===== src/design/htpa_pkg.sv =====
// Shared types, constants and tables for the HT payload airtime block.
// No dependencies; imported by every module of the block.
`timescale 1ns / 1ps

package htpa_pkg;

  localparam int DUR_W   = 53;
  localparam int SYM_W   = 52;
  localparam int NDBPS_W = 12;
  localparam int DIVR_W  = 13;
  localparam int TSYM_W  = 32;

  localparam logic [4:0]  SERVICE_BITS       = 5'd16;
  localparam logic [10:0] LGI_BITS_PER_CODER = 11'd1280;
  localparam logic [10:0] SGI_BITS_PER_CODER = 11'd1260;

  localparam logic [TSYM_W-1:0] TSYM_LGI_FS = 32'd4000000000;
  localparam logic [TSYM_W-1:0] TSYM_SGI_FS = 32'd3600000000;
  localparam logic [DUR_W-1:0]  SIG_EXT_FS  = 53'd6000000000;

  localparam logic [1:0] KIND_SINGLE = 2'd0;
  localparam logic [1:0] KIND_FIRST  = 2'd1;
  localparam logic [1:0] KIND_MIDDLE = 2'd2;
  localparam logic [1:0] KIND_LAST   = 2'd3;

  typedef struct packed {
    logic [NDBPS_W-1:0] ndbps;
    logic [1:0]         nes;
    logic [TSYM_W-1:0]  tsym;
  } htpa_rate_t;

  // data bits per symbol for one spatial stream
  function automatic logic [9:0] base_dbps(input logic [2:0] modc, input logic wide);
    logic [9:0] v;
    case (modc)
      3'd0:    v = wide ? 10'd54  : 10'd26;
      3'd1:    v = wide ? 10'd108 : 10'd52;
      3'd2:    v = wide ? 10'd162 : 10'd78;
      3'd3:    v = wide ? 10'd216 : 10'd104;
      3'd4:    v = wide ? 10'd324 : 10'd156;
      3'd5:    v = wide ? 10'd432 : 10'd208;
      3'd6:    v = wide ? 10'd486 : 10'd234;
      default: v = wide ? 10'd540 : 10'd260;
    endcase
    return v;
  endfunction

endpackage


===== src/design/htpa_rate.sv =====
// Rate decode: data bits per symbol, BCC encoder count and symbol time.
// Depends on htpa_pkg.
`timescale 1ns / 1ps

module htpa_rate import htpa_pkg::*; (
  input  logic [4:0] mcs,
  input  logic       wide_channel,
  input  logic       short_gi,
  output htpa_rate_t rate
);

  logic [9:0]  base;
  logic [2:0]  streams;
  logic [12:0] prod;
  logic [10:0] per_coder;

  assign base      = base_dbps(mcs[2:0], wide_channel);
  assign streams   = {1'b0, mcs[4:3]} + 3'd1;
  assign prod      = {3'b0, base} * {10'b0, streams};
  assign per_coder = short_gi ? SGI_BITS_PER_CODER : LGI_BITS_PER_CODER;

  always_comb begin
    rate.ndbps = prod[NDBPS_W-1:0];
    // at most 2160 bits per symbol, so one or two encoders
    rate.nes   = (prod[NDBPS_W-1:0] > {1'b0, per_coder}) ? 2'd2 : 2'd1;
    rate.tsym  = short_gi ? TSYM_SGI_FS : TSYM_LGI_FS;
  end

endmodule


===== src/design/htpa_div.sv =====
// Radix-2 restoring divider, one quotient bit per cycle.
// Depends on htpa_pkg.
`timescale 1ns / 1ps

module htpa_div import htpa_pkg::*; #(
  parameter int N_W = 57
) (
  input  logic              clk,
  input  logic              rst,
  input  logic              start,
  input  logic [N_W-1:0]    dividend,
  input  logic [DIVR_W-1:0] divisor,
  output logic              done,
  output logic [N_W-1:0]    quotient
);

  localparam int CW = $clog2(N_W + 1);

  logic [CW-1:0]     cnt;
  logic              active;
  logic [DIVR_W-1:0] rem;
  logic [DIVR_W:0]   trial;
  logic              ge;

  assign trial = {rem, quotient[N_W-1]};
  assign ge    = trial >= {1'b0, divisor};

  always_ff @(posedge clk) begin
    if (rst) begin
      active <= 1'b0;
      done   <= 1'b0;
    end else begin
      done <= 1'b0;
      if (start) begin
        active <= 1'b1;
        cnt    <= CW'(N_W);
      end else if (active) begin
        cnt <= cnt - CW'(1);
        if (cnt == CW'(1)) begin
          active <= 1'b0;
          done   <= 1'b1;
        end
      end
    end
  end

  // dividend bits shift out at the top while quotient bits enter below
  always_ff @(posedge clk) begin
    if (start) begin
      rem      <= '0;
      quotient <= dividend;
    end else if (active) begin
      rem      <= ge ? DIVR_W'(trial - {1'b0, divisor}) : trial[DIVR_W-1:0];
      quotient <= {quotient[N_W-2:0], ge};
    end
  end

endmodule


===== src/design/htpa_mul.sv =====
// Shift-add multiplier by the symbol time, one multiplier bit per cycle,
// with the fixed-point shift and saturation on the result. Depends on htpa_pkg.
`timescale 1ns / 1ps

module htpa_mul import htpa_pkg::*; #(
  parameter int X_W  = 57,
  parameter int FRAC = 32
) (
  input  logic              clk,
  input  logic              rst,
  input  logic              start,
  input  logic [X_W-1:0]    x,
  input  logic [TSYM_W-1:0] tsym,
  output logic              done,
  output logic [DUR_W-1:0]  res
);

  localparam int PW = X_W + TSYM_W;
  localparam int HW = PW - FRAC;

  logic [5:0]        cnt;
  logic              active;
  logic [X_W-1:0]    xr;
  logic [TSYM_W-1:0] m;
  logic [PW-1:0]     acc;
  logic [HW-1:0]     hi;

  always_ff @(posedge clk) begin
    if (rst) begin
      active <= 1'b0;
      done   <= 1'b0;
    end else begin
      done <= 1'b0;
      if (start) begin
        active <= 1'b1;
        cnt    <= 6'(TSYM_W);
      end else if (active) begin
        cnt <= cnt - 6'd1;
        if (cnt == 6'd1) begin
          active <= 1'b0;
          done   <= 1'b1;
        end
      end
    end
  end

  // MSB first: double and add; acc holds once finished
  always_ff @(posedge clk) begin
    if (start) begin
      acc <= '0;
      xr  <= x;
      m   <= tsym;
    end else if (active) begin
      acc <= (acc << 1) + (m[TSYM_W-1] ? PW'(xr) : PW'(0));
      m   <= m << 1;
    end
  end

  assign hi  = acc[PW-1:FRAC];
  assign res = (|hi[HW-1:DUR_W]) ? {DUR_W{1'b1}} : hi[DUR_W-1:0];

endmodule


===== src/design/ht_payload_airtime_core.sv =====
// HT payload airtime: one MPDU descriptor in, one duration out.
// A request passes through a set-up state, a radix-2 divide, a fix-up state,
// a shift-add multiply and the output register. One item at a time: the next
// request is taken only after the result loads, and later while the result
// waits. Synchronous reset clears the running totals, the extension register
// and all handshake state.
`timescale 1ns / 1ps

module ht_payload_airtime_core import htpa_pkg::*; #(
  parameter int FRAC_BITS       = 32,
  parameter int AGG_BYTES_WIDTH = 20
) (
  input  logic             clk,
  input  logic             rst,
  input  logic             cfg_we,
  input  logic             cfg_wdata,
  input  logic             req_valid,
  output logic             req_ready,
  input  logic [4:0]       mcs,
  input  logic             wide_channel,
  input  logic             short_gi,
  input  logic             stbc_on,
  input  logic [15:0]      payload_bytes,
  input  logic [1:0]       mpdu_kind,
  input  logic             accumulate,
  output logic             rsp_valid,
  input  logic             rsp_ready,
  output logic [DUR_W-1:0] duration_fs,
  output logic             negative_clamped
);

  localparam int BW   = AGG_BYTES_WIDTH + 5;
  localparam int XW   = BW + FRAC_BITS;
  localparam int SW   = (XW > SYM_W) ? XW : SYM_W;
  localparam int AIW  = SYM_W - FRAC_BITS;

  typedef enum logic [5:0] {
    ST_IDLE = 6'b000001,
    ST_PREP = 6'b000010,
    ST_DIV  = 6'b000100,
    ST_FIX  = 6'b001000,
    ST_MUL  = 6'b010000,
    ST_DONE = 6'b100000
  } state_t;

  state_t state, state_next;

  logic                       add_ext;
  logic [AGG_BYTES_WIDTH-1:0] aggregate_bytes;
  logic [SYM_W-1:0]           aggregate_symbols;

  logic [4:0]  mcs_r;
  logic        wide_r, sgi_r, stbc_r, acc_r;
  logic [15:0] bytes_r;
  logic [1:0]  kind_r;
  logic        flag_r;
  logic [XW-1:0] x_r;

  htpa_rate_t rate;
  logic       frag;

  logic [DIVR_W-1:0]          dsym;
  logic [AGG_BYTES_WIDTH:0]   total;
  logic [BW-1:0]              b_last;
  logic [19:0]                b_frag;
  logic [XW-1:0]              dividend;
  logic [DIVR_W-1:0]          divisor;
  logic                       div_start, div_done;
  logic [XW-1:0]              quo;

  logic [XW-1:0]              n_val, need_ext, diff, x_val;
  logic [AIW:0]               need;
  logic [FRAC_BITS-1:0]       af, rf;
  logic                       flag_val;
  logic [SW:0]                sym_sum;
  logic [AGG_BYTES_WIDTH:0]   byte_sum;

  logic                       mul_start, mul_done;
  logic [DUR_W-1:0]           mul_res;
  logic [DUR_W:0]             dur_sum;
  logic                       use_ext;

  htpa_rate u_rate (
    .mcs          (mcs_r),
    .wide_channel (wide_r),
    .short_gi     (sgi_r),
    .rate         (rate)
  );

  assign frag = (kind_r == KIND_FIRST) || (kind_r == KIND_MIDDLE);

  // divide set-up
  always_comb begin
    dsym   = stbc_r ? {rate.ndbps, 1'b0} : {1'b0, rate.ndbps};
    total  = {{(AGG_BYTES_WIDTH+1-16){1'b0}}, bytes_r}
           + ((kind_r == KIND_LAST) ? {1'b0, aggregate_bytes} : '0);
    b_last = BW'(SERVICE_BITS) + BW'({total, 3'b000})
           + (BW'(rate.nes) * BW'(6));
    b_frag = {1'b0, bytes_r, 3'b000}
           + ((kind_r == KIND_FIRST) ? (20'(SERVICE_BITS) + (20'(rate.nes) * 20'd6))
                                     : 20'd0);
    if (frag) begin
      dividend = XW'({b_frag, {FRAC_BITS{1'b0}}});
      divisor  = {1'b0, rate.ndbps};
    end else begin
      // round up to whole symbols
      dividend = XW'(b_last) + XW'(dsym) - XW'(1);
      divisor  = dsym;
    end
  end

  assign div_start = (state == ST_PREP);

  htpa_div #(.N_W(XW)) u_div (
    .clk      (clk),
    .rst      (rst),
    .start    (div_start),
    .dividend (dividend),
    .divisor  (divisor),
    .done     (div_done),
    .quotient (quo)
  );

  // fix-up: remainder against the running total, multiplier operand
  always_comb begin
    n_val    = stbc_r ? {quo[XW-2:0], 1'b0} : quo;
    af       = aggregate_symbols[FRAC_BITS-1:0];
    rf       = FRAC_BITS'(0) - af;
    need     = {1'b0, aggregate_symbols[SYM_W-1:FRAC_BITS]} + {{AIW{1'b0}}, |af};
    need_ext = XW'(need);
    diff     = n_val - need_ext;
    flag_val = 1'b0;
    case (kind_r)
      KIND_FIRST, KIND_MIDDLE: x_val = quo;
      KIND_SINGLE:             x_val = n_val << FRAC_BITS;
      default: begin
        flag_val = n_val < need_ext;
        x_val    = flag_val ? '0 : ((diff << FRAC_BITS) | XW'(rf));
      end
    endcase
    sym_sum  = (SW+1)'(quo) + (SW+1)'(aggregate_symbols);
    byte_sum = {1'b0, aggregate_bytes} + (AGG_BYTES_WIDTH+1)'(bytes_r);
  end

  assign mul_start = (state == ST_FIX);

  htpa_mul #(.X_W(XW), .FRAC(FRAC_BITS)) u_mul (
    .clk   (clk),
    .rst   (rst),
    .start (mul_start),
    .x     (x_val),
    .tsym  (rate.tsym),
    .done  (mul_done),
    .res   (mul_res)
  );

  assign use_ext = add_ext && ((kind_r == KIND_SINGLE) || (kind_r == KIND_LAST));
  assign dur_sum = {1'b0, mul_res} + {1'b0, use_ext ? SIG_EXT_FS : {DUR_W{1'b0}}};

  assign req_ready = (state == ST_IDLE);

  always_comb begin
    state_next = state;
    unique case (state)
      ST_IDLE: if (req_valid) state_next = ST_PREP;
      ST_PREP: state_next = ST_DIV;
      ST_DIV:  if (div_done) state_next = ST_FIX;
      ST_FIX:  state_next = ST_MUL;
      ST_MUL:  if (mul_done) state_next = ST_DONE;
      ST_DONE: if (!rsp_valid || rsp_ready) state_next = ST_IDLE;
      default: state_next = ST_IDLE;
    endcase
  end

  always_ff @(posedge clk) begin
    if (rst) begin
      state             <= ST_IDLE;
      add_ext           <= 1'b0;
      aggregate_bytes   <= '0;
      aggregate_symbols <= '0;
      rsp_valid         <= 1'b0;
    end else begin
      state <= state_next;
      if (cfg_we) add_ext <= cfg_wdata;
      if (rsp_valid && rsp_ready) rsp_valid <= 1'b0;
      if (state == ST_DONE && (!rsp_valid || rsp_ready)) rsp_valid <= 1'b1;
      if (state == ST_FIX && acc_r) begin
        if (frag) begin
          aggregate_bytes   <= byte_sum[AGG_BYTES_WIDTH] ? {AGG_BYTES_WIDTH{1'b1}}
                                                         : byte_sum[AGG_BYTES_WIDTH-1:0];
          aggregate_symbols <= (|sym_sum[SW:SYM_W]) ? {SYM_W{1'b1}}
                                                    : sym_sum[SYM_W-1:0];
        end else if (kind_r == KIND_LAST) begin
          aggregate_bytes   <= '0;
          aggregate_symbols <= '0;
        end
      end
    end
  end

  // payload registers
  always_ff @(posedge clk) begin
    if (req_valid && req_ready) begin
      mcs_r   <= mcs;
      wide_r  <= wide_channel;
      sgi_r   <= short_gi;
      stbc_r  <= stbc_on;
      bytes_r <= payload_bytes;
      kind_r  <= mpdu_kind;
      acc_r   <= accumulate;
    end
    if (state == ST_FIX) begin
      flag_r <= flag_val;
      x_r    <= x_val;
    end
    if (state == ST_DONE && (!rsp_valid || rsp_ready)) begin
      duration_fs      <= dur_sum[DUR_W] ? {DUR_W{1'b1}} : dur_sum[DUR_W-1:0];
      negative_clamped <= flag_r && (x_r == '0);
    end
  end

endmodule

===== config.mk =====
export PLATFORM = sky130hd
export DESIGN_NAME = ht_payload_airtime_core
export DESIGN_NICKNAME = d
export VERILOG_FILES = /design/src/design/htpa_pkg.sv /design/src/design/htpa_rate.sv /design/src/design/htpa_div.sv /design/src/design/htpa_mul.sv /design/src/design/ht_payload_airtime_core.sv
export SDC_FILE = /design/constraint.sdc
export NUM_CORES = 1
export LEC_CHECK = 0
export BUFFER_PORTS_ARGS = -buffer_cell sky130_fd_sc_hd__buf_4
export CAP_MARGIN = 40
export CORE_MARGIN = 2
export CORE_UTILIZATION = 40
export CTS_CLUSTER_DIAMETER = 80
export DETAILED_ROUTE_END_ITERATION = 10
export PLACE_DENSITY = 0.53
export SYNTH_ARGS = -nofsm -noshare
export SYNTH_HDL_FRONTEND = slang
export SYNTH_HIERARCHICAL = 1
export SYNTH_SLANG_ARGS = --single-unit

===== constraint.sdc =====
create_clock -name clk -period 16 [get_ports clk]
set_input_delay 4 -clock clk [delete_from_list [all_inputs] [get_ports clk]]
set_output_delay 4 -clock clk [all_outputs]
set_load 0.01 [all_outputs]

# Word level (Yosys, flattened, before mapping)
# Index checks and enable logic that the tools add are counted.
# classes
n_addsub	18
mul	3
order_cmp	3
eq_ne	21
mux	51
n_bitwise	4
n_reduce_logical	28
# op_table
operator	n
57-bit two-way mux	6
52-bit two-way mux	3
57-bit case mux with 2 select lines	1
89-bit adder	1
20-bit two-way mux	4
10-bit case mux with 7 select lines	1
32-bit two-way mux	2
57-bit by 52-bit adder with 58-bit output	1
57-bit zero test	1
57-bit by 21-bit less-than comparator with 1-bit output	1
57-bit by 32-bit OR with 57-bit output	1
53-bit by 33-bit adder with 54-bit output	1
53-bit two-way mux	1
6-bit two-way mux	8
13-bit two-way mux	3
9-bit two-way mux	4
6-bit case mux with 6 select lines	1
33-bit two-way mux	1
32-bit OR reduction	1
1-bit by 32-bit subtractor with 32-bit output, first input constant	1
30-bit two-way mux	1
26-bit by 1-bit subtractor with 27-bit output, second input constant	1
25-bit by 13-bit adder with 26-bit output	1
25-bit by 5-bit adder with 25-bit output	1
45 further kinds	81
# totals
register_bits	426
inputBits	33
output_inout_bits	56
elab_cells	154

# Depth between registers and ports, before layout
# Gate-level depths: netlist of the first run.
# logic_depth
depth_word	11
ltp_mapped	36
depth_no_buf	35

# Modules after synthesis
# Netlist of the first run, hierarchy kept.
# modules_own_cells
mod	n_inst	cells_each	area_each_um2	seq_area_each_um2
ht_payload_airtime_core	1	2106	18381.4	5775.5
htpa_mul	1	1177	11066.9	4674.5
htpa_div	1	332	4106.4	2192.1
htpa_rate	1	178	1312.5	0.0

# Least setup slack after synthesis of the first run
# Ideal clock, no wire load.
# synth_path
kind	register to register
startpoint	register mcs_r[1]
endpoint	register u_div.quotient[22] (data pin)
setup_ns	0.260
arrival_time_ns	7.522
required_ns	15.740
slack_ns	8.218
stages_incl_launch_ff	34
path_buffers	1
synth_period_minus_slack_ns	7.782
path_cell_list	edfxtp_1 buf_4 nor2b_1 or4_1 nand3_1 nor2_1 fa_1 ha_1 fa_1 a21o_1 a21oi_1 xnor2_1 ha_1 nand4b_1 a21oi_1 a2111oi_0 o21bai_1 a21oi_1 inv_1 ha_1 ha_1 fa_1 fa_1 nor2b_1 o21a_1 o21ai_0 a21oi_1 o41ai_1 o311ai_0 and4b_1 nor3b_2 a31o_2 a21oi_1 mux2_2
# synth_lines
element	line_no	source
start, declared	ht_payload_airtime_core.sv:52	logic [4:0] mcs_r;
start signal, assigned	ht_payload_airtime_core.sv:204	mcs_r <= mcs;
end signal, assigned	htpa_div.sv:51	quotient <= dividend;
end signal, assigned	htpa_div.sv:54	quotient <= {quotient[N_W-2:0], ge};
end, declared	htpa_div.sv:14	output logic [N_W-1:0] quotient

==> qor.txt, run 1 <==
SYNTH
--------------------------------------------------------------------------------------------
Post-synth EDFFs ..............................................................          297
Synthesized instance count ....................................................         3793
Total standard cell area after synthesis ......................................    34870 um2
Flops & latches, synth ........................................................          483
Proportion of synthesized area in mux cells ...................................       5.254%
Distinct cells, synth .........................................................          114
Yosys Warn Count ..............................................................            6
Primary FF master, synth ......................................................     edfxtp_1
Adder-cell share of the synthesized area ......................................       10.28%
Fraction of registers with async set or reset after synthesis .................           0%
Xor-xnor portion of the synthesized cell area .................................       7.285%
Basic-gate share of the synthesized area counting and, or, nand and nor cells .       19.09%
Part of the Yosys area used for sequential elements ...........................       36.26%
Largest family of logic cells by synthesized area ............................. simple AND/OR/NAND/NOR gates
Average size of a mapped cell .................................................    9.193 um2
Synthesized-area fraction occupied by ao, oa, aoi and oai cells ...............       17.66%

PLACED DESIGN
--------------------------------------------------------------------------------------------
Hpwl dp .......................................................................     71390 um
Pre-CTS worst setup slack .....................................................     7.376 ns
Count of buffers from port buffering ..........................................           88
RePlAce Congestion ............................................................       0.9141

FLOORPLAN
--------------------------------------------------------------------------------------------
# IOs .........................................................................           89
DIE AREA ......................................................................    89540 um2
Starting density of the core ..................................................       40.25%
Core ar. ......................................................................    86620 um2
Chip height ...................................................................     299.2 um
Width of the chip .............................................................     299.2 um
Rows ..........................................................................          108

DETAILED ROUTING
--------------------------------------------------------------------------------------------
DR iter-0 viols ...............................................................         2043
Detailed-routing iteration count for the pre-antenna-repair pass ..............            5
Highest metal layer with signal wires .........................................         met4
Wire length on met1 ...........................................................     44750 um
Number of routed nets with antenna violations .................................            0
Via count normalized by instance count ........................................        5.537
Total via count in the routed design ..........................................        27794
Post-Route WL .................................................................     95280 um
DR WL met2 ....................................................................     43420 um
DRC violations left ...........................................................            0
Detail Route met3 WL ..........................................................      3942 um
Detail-routed net length per standard cell ....................................     18.98 um

GRT
--------------------------------------------------------------------------------------------
GRT Resource Usage Total ......................................................       21.05%
Antenna violations before repair ..............................................            0
Wire length of the first global-routing pass ..................................    152100 um
Remaining Overflow, GRT .......................................................            0
Vias in the first global route ................................................        26941
Maximum number of pins on one net before global-route repair ..................           68

RUN STATUS
--------------------------------------------------------------------------------------------
Status ........................................................................ finished clean

TIMING
--------------------------------------------------------------------------------------------
Transition at the pin with the smallest max-transition slack ..................    0.8456 ns
Peak clock frequency supported by timing ......................................   0.1157 GHz
Skew final ....................................................................   0.03437 ns
Final setup violation count ...................................................            0
Worst path setup slack after routing ..........................................     7.356 ns
Max Transition Viols Final ....................................................            0
RSZ-0062 raised after global routing ..........................................        false
Final period utilization ......................................................       54.02%
Number of hold-slack violations in the final timing report ....................            0
Setup TNS .....................................................................         0 ns
Rel. slew slack ...............................................................       43.42%
Min cycle time layout .........................................................     8.644 ns

LAYOUT
--------------------------------------------------------------------------------------------
Number of nets in the layout ..................................................         4124
Layout overhead on the synthesized area .......................................       10.12%
Ratio of cells with drive above 1 in the final layout .........................       12.16%

WORST SETUP PATH
--------------------------------------------------------------------------------------------
Endpoint type of the worst setup path .........................................     register
Worst EP required .............................................................     16.40 ns
Worst EP arrival ..............................................................      9.05 ns
Most used cell, CP ............................................................      a21oi_1
Maximum cell stage delay along the critical path ..............................      0.54 ns
Largest driver fanout on the critical path ....................................           10
Classification of the worst setup path ........................................ register to register
Reg2Reg Setup Slack ...........................................................      7.36 ns
Critical-path cell with the highest stage delay ...............................     edfxtp_1
Launching element type of the critical path ...................................     register

CLOCK TREE
--------------------------------------------------------------------------------------------
Setup Fix Bufs, Post-CTS ......................................................            0
TritonCTS sink count ..........................................................          483
H-Tree Level Count ............................................................            2
Total of hold buffers inserted after clock tree synthesis .....................            0
Inserted Clock Buffers ........................................................           58
Clock latency on the worst-skew pair ..........................................      0.65 ns
Root buffer selected by CTS ...................................................    clkbuf_16
Clock tree from TritonCTS .....................................................        built
Number of cells upsized or downsized after cts ................................            0
Clock slew at reported path FFs ...............................................      0.06 ns
Largest buffer count on any clock path ........................................            3

POWER
--------------------------------------------------------------------------------------------
Switching Fraction ............................................................       41.17%
Peak ir drop on the vdd network ...............................................    0.1319 mV
Leak Pwr ......................................................................     15.38 nW
Internal power contribution ...................................................   0.003391 W
Power dissipated by switching net loads .......................................   0.002374 W
Pwr per Cell Area ............................................................. 150.1 nW/um2
Power share of the sequential group ...........................................        29.0%
Clock share of power ..........................................................        22.2%
Part of the power in combinational logic ......................................        48.9%

FLOW RUN
--------------------------------------------------------------------------------------------
Count of maximum capacitance violations .......................................            0

WORST HOLD PATH
--------------------------------------------------------------------------------------------
Class of the most critical hold timing path ................................... register to register

[stage by stage]
step | cells | power, W | cell area, um2 | utilization (%) | hold slack [ns]
after global routing | 5019 | 0.006237 | 38390 | 44.32 | 0.4747
after detailed placement | 4911 | 0.004485 | 36570 | 42.22 | 0.4538
after floorplan | 3826 | 0.003810 | 34990 | - | 0.4309
after CTS | 5019 | 0.005801 | 38390 | 44.32 | 0.4625
final | 5020 | 0.005765 | 38390 | 44.33 | 0.4591
after global placement | 4903 | 0.004472 | 36430 | 42.06 | 0.4449
[cells by family after synthesis]
| kind of cell | count (synthesis) |
|---|---|
| flops | 483 |
| compound gates | 930 |
| buf+inv | 322 |
| xor+xnor | 290 |
| fa+ha+maj | 275 |
| simple gates | 1323 |
| mux | 167 |
| other cells | 3 |
[final cells by class]
cell class / instances / area [um2]
fill: 8536 / 48220
multi-input combinational: 3021 / 20970
sequential: 483 / 12650
clock buffer: 80 / 1575
tap: 1155 / 1445
timing repair buffer: 130 / 1059
inverter: 122 / 457.9
clock inverter: 28 / 242.7
antenna: 1 / 2.502
[critical path, delay by kind of cell (launching register included)]
family	cells	cell delay (ns)
adders and majority gates	8	2.91
AOI/OAI and AO/OA	13	2.61
and+or+nand+nor	8	1.75
DFF	1	0.54
muxes	1	0.27
xor gates and xnor gates	1	0.23
buffers and inverters	1	0.10
[cell usage after synthesis (15+ instances only)]
| cell | instances | area share (%) |
|---|---|---|
| a31o_2 | 21 | 0.53 |
| buf_2 | 21 | 0.30 |
| nor3_1 | 66 | 0.95 |
| dfxtp_1 | 186 | 11 |
| and3_1 | 32 | 0.57 |
| or2_2 | 17 | 0.31 |
| nor4_1 | 49 | 0.88 |
| nand3_1 | 91 | 1.3 |
| o211ai_1 | 21 | 0.45 |
| clkbuf_1 | 127 | 1.4 |
| nand2_1 | 363 | 3.9 |
| mux2_2 | 127 | 4.1 |
| nor2b_1 | 41 | 0.74 |
| xnor2_1 | 151 | 3.8 |
| nand2b_1 | 104 | 1.9 |
| o21a_1 | 15 | 0.32 |
| a21o_1 | 95 | 2.0 |
| mux2i_1 | 39 | 1.1 |
| o21bai_1 | 24 | 0.52 |
| a22oi_1 | 19 | 0.41 |
| and2_1 | 102 | 1.8 |
| or3_1 | 17 | 0.31 |
| buf_4 | 36 | 0.78 |
| a21oi_1 | 264 | 3.8 |
| fa_1 | 19 | 1.1 |
| o21ai_0 | 202 | 2.9 |
| a31oi_1 | 36 | 0.65 |
| nor2_1 | 303 | 3.3 |
| inv_1 | 118 | 1.3 |
| xor2_1 | 139 | 3.5 |
| a211oi_1 | 39 | 0.84 |
| a311oi_1 | 15 | 0.38 |
| edfxtp_1 | 297 | 26 |
| a221o_2 | 19 | 0.61 |
| o21ai_1 | 19 | 0.27 |
| ha_1 | 256 | 9.2 |
| nand4_1 | 61 | 1.1 |
[per-layer routing]
layer | GRT usage [%] | vias to the layer above
met5 | 0 | -
li1 | - | 13878
met3 | 2.341 | 160
met2 | 34.79 | 618
met1 | 28.70 | 13138
met4 | 6.988 | 0
[final timing paths]
check | start | end | cells after the start
worst max-delay path | mcs_r[1] | u_div/quotient[22] | 32
worst min-delay path | aggregate_bytes[13] | aggregate_bytes[13] | 2
worst max register to register | mcs_r[1] | u_div/quotient[22] | 32
worst min register to register | aggregate_bytes[13] | aggregate_bytes[13] | 2
[placed cells by master, fill, tap and decap left out, types with 18 or more instances in the layout]
| cell type | count |
|---|---|
| nand2_1 | 363 |
| nor2_1 | 298 |
| edfxtp_1 | 297 |
| a21oi_1 | 264 |
| ha_1 | 256 |
| o21ai_0 | 202 |
| dfxtp_1 | 185 |
| xnor2_1 | 151 |
| xor2_1 | 139 |
| mux2_2 | 127 |
| buf_4 | 124 |
| inv_1 | 117 |
| nand2b_1 | 103 |
| and2_1 | 102 |
| a21o_1 | 95 |
| nand3_1 | 91 |
| nor3_1 | 66 |
| nand4_1 | 61 |
| clkbuf_16 | 59 |
| nor4_1 | 48 |
| mux2i_1 | 39 |
| nor2b_1 | 39 |
| a211oi_1 | 37 |
| a31oi_1 | 36 |
| conb_1 | 36 |
| and3_1 | 32 |
| o21bai_1 | 24 |
| o211ai_1 | 21 |
| a31o_2 | 21 |
| a22oi_1 | 19 |
| a221o_2 | 19 |
| fa_1 | 19 |
| clkbuf_1 | 19 |
| o21ai_1 | 18 |
[flip-flops by register name, indices dropped and copies added, names as in the netlist, 2 cells and up]
signal and flops:
duration_fs 53, u_mul/m 32, state 6, x_r 57, aggregate_bytes 20, u_mul/acc 89
u_div/cnt 6, kind_r 2, mcs_r 5, u_div/quotient 57, bytes_r 16, u_mul/xr 57
aggregate_symbols 52, u_mul/cnt 6, u_div/rem 13
[power groups by stage]
| stage | clock network (W) | logic, W | registers (W) |
|---|---|---|---|
| 2_1_floorplan | 0 | 0.00220 | 0.00161 |
| 3_3_place_gp | 0 | 0.00278 | 0.00170 |
| 3_5_place_dp | 0 | 0.00279 | 0.00169 |
| 4_1_cts | 0.00132 | 0.00282 | 0.00167 |
| 5_1_grt | 0.00136 | 0.00319 | 0.00168 |
| 6_report | 0.00128 | 0.00282 | 0.00167 |
Note: power is estimated with default switching activity, not from simulation.
==> run 2: changes to the inputs <==
--- a/config.mk
+++ b/config.mk
@@ -11,7 +11,7 @@
 export CORE_UTILIZATION = 40
 export CTS_CLUSTER_DIAMETER = 80
 export DETAILED_ROUTE_END_ITERATION = 10
-export PLACE_DENSITY = 0.53
+export PLACE_DENSITY = 0.55
 export SYNTH_ARGS = -nofsm -noshare
 export SYNTH_HDL_FRONTEND = slang
 export SYNTH_HIERARCHICAL = 1
==> constraint.sdc (replaced) <==
create_clock -name clk -period 7.1 [get_ports clk]
set_input_delay 1.775 -clock clk [delete_from_list [all_inputs] [get_ports clk]]
set_output_delay 1.775 -clock clk [all_outputs]
set_load 0.01 [all_outputs]
==> run 2 against run 1 <==
  * The run now ends with setup timing left
  * Combinational power rose to 2.7 times the previous value
  * Die area did not move
  * Via count rose by 0.85%
  * Routed wire length fell by 0.43%
  * Global-route usage fell by 0.24 points
  * Register-to-register slack got worse by 7.7 ns
  * Sequential share of layout area fell by 0.97 points
  * Clock power rose by 140%
  * Maximum frequency rose by 16%
==> qor.txt, run 2 (same netlist as run 1, synthesis figures left out) <==
RUN STATUS
-------------------------------------------------------------------------------
Status ........................................................... finished with violations
Failing checks ................................................... setup timing

FLOORPLAN
-------------------------------------------------------------------------------
# IOs ............................................................           89   unchanged
DIE AREA .........................................................    89540 um2   unchanged
Width of the chip ................................................     299.2 um   unchanged
Rows .............................................................          108   unchanged
Chip height ......................................................     299.2 um   unchanged
Core ar. .........................................................    86620 um2   unchanged
Starting density of the core .....................................       40.25%   unchanged

DETAILED ROUTING
-------------------------------------------------------------------------------
DRC violations left ..............................................            0   unchanged
Number of routed nets with antenna violations ....................            0   unchanged
DR iter-0 viols ..................................................         1974   -3.4%
Post-Route WL ....................................................     94870 um   -0.43%
Via count normalized by instance count ...........................        5.491   -0.83%
Total via count in the routed design .............................        28030   +0.85%
Detail-routed net length per standard cell .......................     18.58 um   -2.1%
Detailed-routing iteration count for the pre-antenna-repair pass .            5   unchanged

WORST SETUP PATH
-------------------------------------------------------------------------------
Largest driver fanout on the critical path .......................            3   -7
Maximum cell stage delay along the critical path .................      0.50 ns   -0.04 ns
Critical-path cell with the highest stage delay ..................        or4_4
Worst EP required ................................................      7.50 ns   -8.90 ns
Launching element type of the critical path ......................     register
Worst EP arrival .................................................      7.84 ns   -1.21 ns
Endpoint type of the worst setup path ............................     register
Classification of the worst setup path ........................... register to register
Most used cell, CP ...............................................      a21oi_2

WORST HOLD PATH
-------------------------------------------------------------------------------
Class of the most critical hold timing path ...................... register to register

LAYOUT
-------------------------------------------------------------------------------
Layout overhead on the synthesized area ..........................       13.47%
Flip-flop count of the largest register after layout .............           89   unchanged
Finished Cell Area ...............................................    39570 um2   +3.1%
Register with the most flip-flops ................................    u_mul/acc
Antenna diode count ..............................................            0   -1
Ratio of cells with drive above 1 in the final layout ............       15.67%   +3.5 points
Fill count .......................................................         8415   -1.4%
Most common library cell in the layout ignoring fill and taps ....      nand2_1
Highest-count cells in the layout ignoring fill and taps ......... nand2_1 (360), edfxtp_1 (297), nor2_1 (296)
Final cell utilization of the core ...............................       45.68%   +1.4 points
Number of nets in the layout .....................................         4208   +2.0%

TIMING
-------------------------------------------------------------------------------
RSZ-0062 raised after global routing .............................         true
Peak clock frequency supported by timing .........................   0.1343 GHz   +16%
Min cycle time layout ............................................     7.445 ns   -1.199 ns
Final period utilization .........................................       104.9%   +51 points
Hold WS ..........................................................    0.4661 ns   +0.007006 ns
Max Transition Viols Final .......................................            0   unchanged
Setup TNS ........................................................    -1.379 ns   -1.379 ns
Number of hold-slack violations in the final timing report .......            0   unchanged
Worst path setup slack after routing .............................   -0.3453 ns   -7.701 ns
Transition at the pin with the smallest max-transition slack .....    0.8737 ns   +0.02806 ns
Rel. slew slack ..................................................       41.75%   -1.7 points
Final setup violation count ......................................            8   +8
Skew final .......................................................   0.03087 ns   -0.003501 ns

POWER
-------------------------------------------------------------------------------
Internal power contribution ......................................   0.008707 W   +160%
Peak ir drop on the vdd network ..................................    0.5186 mV   +290%
Pwr per Cell Area ................................................ 365.4 nW/um2   +140%
Power dissipated by switching net loads ..........................   0.005752 W   +140%
Switching Fraction ...............................................       39.78%   -1.4 points
Leak Pwr .........................................................     16.00 nW   +4.1%
Power share of the sequential group ..............................        26.0%   -3.0 points
Power consumption ................................................    0.01446 W   +150%
Clock share of power .............................................        21.3%   -0.9 points
Part of the power in combinational logic .........................        52.7%   +3.8 points

FLOW RUN
-------------------------------------------------------------------------------
Count of maximum capacitance violations ..........................            0   unchanged

GRT
-------------------------------------------------------------------------------
Vias in the first global route ...................................        27005   +0.24%
Remaining Overflow, GRT ..........................................            0   unchanged
Wire length of the first global-routing pass .....................    150400 um   -1.1%
Global-route track usage on met3 .................................       2.073%   -0.27 points
Peak-usage layer in the global routing report ....................         met2
Global routing met2 resource utilization .........................       35.27%   +0.47 points
GRT Resource Usage Total .........................................       20.81%   -0.24 points
Antenna violations before repair .................................            2   +2
Maximum number of pins on one net before global-route repair .....           61   -10%
Met1 Track Usage GR ..............................................       28.30%   -0.40 points

CLOCK TREE
-------------------------------------------------------------------------------
Inserted Clock Buffers ...........................................           58   unchanged
Root buffer selected by CTS ......................................    clkbuf_16
Clock latency on the worst-skew pair .............................      0.65 ns   about the same
Clock slew at reported path FFs ..................................      0.06 ns   about the same
Clock tree from TritonCTS ........................................        built
Largest buffer count on any clock path ...........................            3   unchanged
TritonCTS sink count .............................................          483   unchanged
H-Tree Level Count ...............................................            2   unchanged

PLACED DESIGN
-------------------------------------------------------------------------------
Cell area after placement ........................................    37120 um2   +1.5%
Hpwl dp ..........................................................     71150 um   -0.33%
RePlAce Congestion ...............................................       0.9048   -1.0%
Count of buffers from port buffering .............................           88   unchanged

## run 2: changes by cell type in the layout (fill, tap and decap cells not counted), sizes merged, moves of 3 or more
| cell | before | now |
|---|---|---|
| clkinv | 18 | 24 |
| bufinv | 1 | 4 |
| clkbuf | 80 | 73 |
| buf | 130 | 214 |
## run 2: final timing paths
kind	cells after the start	end	from	slack (ns)
max reg2reg	32	u_div/quotient[22]	mcs_r[2]	-0.35
min	2	aggregate_bytes[13]	aggregate_bytes[13]	0.47
max	32	u_div/quotient[22]	mcs_r[2]	-0.35
min reg2reg	2	aggregate_bytes[13]	aggregate_bytes[13]	0.47
## run 2: power by group through the flow
stage	Clock, W	Combinational [W]	Sequential, W
after floorplan	0	0.00504	0.00364
after global placement	0	0.00685	0.00382
after detailed placement	0	0.00687	0.00381
after CTS	0.00318	0.00730	0.00375
after global routing	0.00327	0.00851	0.00378
final	0.00308	0.00762	0.00376
## run 2: cell type report
cell class / count / area, um2 / share of cell area (%)
Multi-Input combinational cell: 3021 / 21280 / 53.79
Tap cell: 1155 / 1445 / 3.653
Inverter: 122 / 457.9 / 1.157
Timing Repair Buffer: 214 / 1730 / 4.374
Sequential cell: 483 / 12650 / 31.96
Clock inverter: 37 / 371.6 / 0.9392
Clock buffer: 73 / 1632 / 4.124
## run 2: per-stage QoR
stage                     cells  setup WS, ns
after detailed placement   4972       -0.5939
after CTS                  5103       -0.3764
final                      5105       -0.3453
after global placement     4961       -0.5943
after global routing       5105       -0.7001
after floorplan            3826       -0.2923
## run 2: routing by layer
metal  vias to the layer above  share of wire (%)
met5                         -                  0
met4                         0                2.6
met3                       142                4.2
met2                       618                 47
met1                     13217                 47
li1                      14053                  -
## run 2: what timing repair did
| item | in CTS | in global routing |
|---|---|---|
| endpoints found under the setup margin | 12 | 17 |
| buffers inserted | 21 | 3 |
| hold buffers | 0 | 0 |
| pin swaps | 32 | 27 |
| gates resized for setup | 19 | 36 |
| gates cloned | 0 | 0 |
## run 2: worst max-delay path, delay by kind of cell, from the launching register on
kind	cells	cell delay, ns
adders and majority gates	8	2.51
AOI/OAI and AO/OA	12	2.05
and+or+nand+nor	8	1.60
DFF	1	0.40
muxes	1	0.27
buffers and inverters	2	0.26
xor gates and xnor gates	1	0.09
==> run 3: changes to the inputs <==
--- a/config.mk
+++ b/config.mk
@@ -7,9 +7,11 @@
 export LEC_CHECK = 0
 export BUFFER_PORTS_ARGS = -buffer_cell sky130_fd_sc_hd__buf_4
 export CAP_MARGIN = 40
+export CORE_ASPECT_RATIO = 2
 export CORE_MARGIN = 2
 export CORE_UTILIZATION = 40
 export CTS_CLUSTER_DIAMETER = 80
+export CTS_CLUSTER_SIZE = 14
 export DETAILED_ROUTE_END_ITERATION = 10
 export PLACE_DENSITY = 0.55
 export SYNTH_ARGS = -nofsm -noshare
==> run 3 against run 2 <==
  * Sequential cell count stayed put
  * Largest power group unchanged
  * Critical endpoint unchanged
  * Combinational power increased by 0.5%
  * Clock skew up 0.0021 ns
  * The flow still finishes with violations (setup timing)
  * Critical path type unchanged
==> qor.txt, run 3 (same netlist as run 1, synthesis figures left out) <==
WORST SETUP PATH
-------------------------------------------------------------------------------
FF-to-FF path depth ..............................................           32   unchanged
Launch instance of the worst register-to-register path ...........     mcs_r[2]
Largest driver fanout on the critical path .......................            3   unchanged
Worst EP required ................................................      7.45 ns   -0.05 ns
Launching element type of the critical path ......................     register
Critical-path cell with the highest stage delay ..................         fa_1
Beginning of the critical path ...................................     mcs_r[2]
Endpoint type of the worst setup path ............................     register
Maximum cell stage delay along the critical path .................      0.47 ns   -0.03 ns
Classification of the worst setup path ........................... register to register
Worst EP arrival .................................................      7.72 ns   -0.12 ns

DETAILED ROUTING
-------------------------------------------------------------------------------
Via count normalized by instance count ...........................        5.585   +1.7%
Detail-routed net length per standard cell .......................     20.31 um   +9.3%
Number of routed nets with antenna violations ....................            0   unchanged
Detailed-routing iteration count for the pre-antenna-repair pass .            5   unchanged
Total via count in the routed design .............................        28387   +1.3%
DRC violations left ..............................................            0   unchanged
DR iter-0 viols ..................................................         1133   -43%
Post-Route WL ....................................................    103200 um   +8.8%

LAYOUT
-------------------------------------------------------------------------------
Layout overhead on the synthesized area ..........................       11.03%
Final cell count without fillers .................................         5083   -0.43%
Register with the most flip-flops ................................    u_mul/acc
Most common library cell in the layout ignoring fill and taps ....      nand2_1
Flip-flop count of the largest register after layout .............           89   unchanged
Highest-count cells in the layout ignoring fill and taps ......... nand2_1 (363), edfxtp_1 (297), nor2_1 (296)
Ratio of cells with drive above 1 in the final layout ............       14.29%   -1.4 points
Number of nets in the layout .....................................         4196   -0.29%
Final cell utilization of the core ...............................       44.64%   -1.0 points

TIMING
-------------------------------------------------------------------------------
Rel. slew slack ..................................................       37.29%   -4.5 points
Skew final .......................................................   0.03301 ns   +0.002142 ns
Worst path setup slack after routing .............................   -0.2737 ns   +0.07164 ns
Max Transition Viols Final .......................................            0   unchanged
Min cycle time layout ............................................     7.374 ns   -0.07164 ns
Number of hold-slack violations in the final timing report .......            0   unchanged
Final setup violation count ......................................            4   -4
Peak clock frequency supported by timing .........................   0.1356 GHz   +0.97%
Final period utilization .........................................       103.9%   -1.0 points
RSZ-0062 raised after global routing .............................         true
Transition at the pin with the smallest max-transition slack .....    0.9335 ns   +0.05982 ns

GRT
-------------------------------------------------------------------------------
Remaining Overflow, GRT ..........................................            0   unchanged
Maximum number of pins on one net before global-route repair .....           67   +9.8%
Antenna violations before repair .................................            1   -1
Wire length of the first global-routing pass .....................    158800 um   +5.6%
Vias in the first global route ...................................        28981   +7.3%
GRT Resource Usage Total .........................................       22.89%   +2.1 points

POWER
-------------------------------------------------------------------------------
Pwr per Cell Area ................................................ 351.3 nW/um2   -3.9%
Leak Pwr .........................................................     15.57 nW   -2.7%
Peak ir drop on the vdd network ..................................    0.2659 mV   -49%

FLOORPLAN
-------------------------------------------------------------------------------
Chip height ......................................................     421.5 um   +41%
Width of the chip ................................................     212.8 um   -29%
Starting density of the core .....................................       40.21%   -0.047 points
Core ar. .........................................................    86720 um2   +0.12%
Rows .............................................................          153   +42%
# IOs ............................................................           89   unchanged
DIE AREA .........................................................    89690 um2   +0.16%

WORST HOLD PATH
-------------------------------------------------------------------------------
Class of the most critical hold timing path ...................... register to register
Source of the worst hold timing path ............................. aggregate_bytes[13]
Number of cells traversed by the worst hold path .................            2   unchanged

FLOW RUN
-------------------------------------------------------------------------------
Count of maximum capacitance violations ..........................            0   unchanged

CLOCK TREE
-------------------------------------------------------------------------------
Root buffer selected by CTS ......................................    clkbuf_16
Clock latency on the worst-skew pair .............................      0.61 ns   -0.04 ns
Largest buffer count on any clock path ...........................            3   unchanged
H-Tree Level Count ...............................................            2   unchanged
Inserted Clock Buffers ...........................................           41   -29%
TritonCTS sink count .............................................          483   unchanged
Total of hold buffers inserted after clock tree synthesis ........            0   unchanged
Clock tree from TritonCTS ........................................        built
Clock slew at reported path FFs ..................................      0.07 ns   about the same

PLACED DESIGN
-------------------------------------------------------------------------------
Count of buffers from port buffering .............................           88   unchanged
Number of instances in the placed design .........................         4995   +0.46%
RePlAce Congestion ...............................................       0.9377   +3.6%
Pre-CTS worst setup slack ........................................   -0.8127 ns   -0.2188 ns
Hpwl dp ..........................................................     81040 um   +14%

RUN STATUS
-------------------------------------------------------------------------------
Status ........................................................... finished with violations
Failing checks ................................................... setup timing

-- run 3: changes by cell type in the layout (fill, tap and decap cells not counted), sizes merged --
cell	change
inv	-2
clkbuf	-3
diode	+1
clkinv	-20
buf	+5
bufinv	-4
clkinvlp	-6
-- run 3: worst max-delay path, delay by kind of cell, from the launching register on --
kind / cells / cell delay (ns)
adders and majority gates: 8 / 2.52
and+or+nand+nor: 8 / 1.45
DFF: 1 / 0.43
AOI/OAI and AO/OA: 12 / 2.01
buffers and inverters: 2 / 0.32
muxes: 1 / 0.27
xor gates and xnor gates: 1 / 0.08
-- run 3: stage by stage --
stage	hold WS, ns	cell area, um2	TNS (ns)	total power, W
6_report	0.4719	38710	-0.6433	0.01360
2_1_floorplan	0.4309	35050	-0.5986	0.008680
3_5_place_dp	0.4565	37210	-6.778	0.01091
5_1_grt	0.4951	38710	-3.853	0.01464
3_3_place_gp	0.4478	37100	-5.900	0.01089
4_1_cts	0.4729	38540	-1.947	0.01342
-- run 3: final cells by class --
type                    count  area (um2)
diodes                      1       2.502
well taps                1162        1454
fillers                  8516       48010
clock buffers              70        1135
clock inverters             5       43.79
flip-flops and latches    483       12650
multi-input cells        3021       21250
repair buffers            219        1720
inverters                 122       457.9
-- run 3: timing repair --
action | 4_1_cts | 5_1_grt
setup endpoints to repair | 14 | 15
gates resized for setup | 22 | 20
pin swaps | 24 | 21
setup buffers | 6 | 6
-- run 3: final timing paths --
| path | to | slack (ns) |
|---|---|---|
| hold reg to reg | aggregate_bytes[13] | 0.47 |
| hold / removal | aggregate_bytes[13] | 0.47 |
| setup / recovery | u_div/quotient[22] | -0.27 |
| setup reg to reg | u_div/quotient[22] | -0.27 |
-- run 3: power by group --
part | switching [W] | leakage, nW | internal [W]
combinational | 0.00418 | 10.8 | 0.00347
sequential | 0.000351 | 4.22 | 0.00341
clock | 0.00108 | 0.562 | 0.00110
total | 0.00562 | 15.6 | 0.00798
-- run 3: metal layers --
layer / up-vias / GRT usage, % / wire length, um
met2: 596 / 44.68 / 56410
met3: 307 / 2.099 / 2913
li1: 13981 / - / -
met5: - / 0 / 0
met1: 13503 / 21.16 / 34690
met4: 0 / 17.90 / 9204
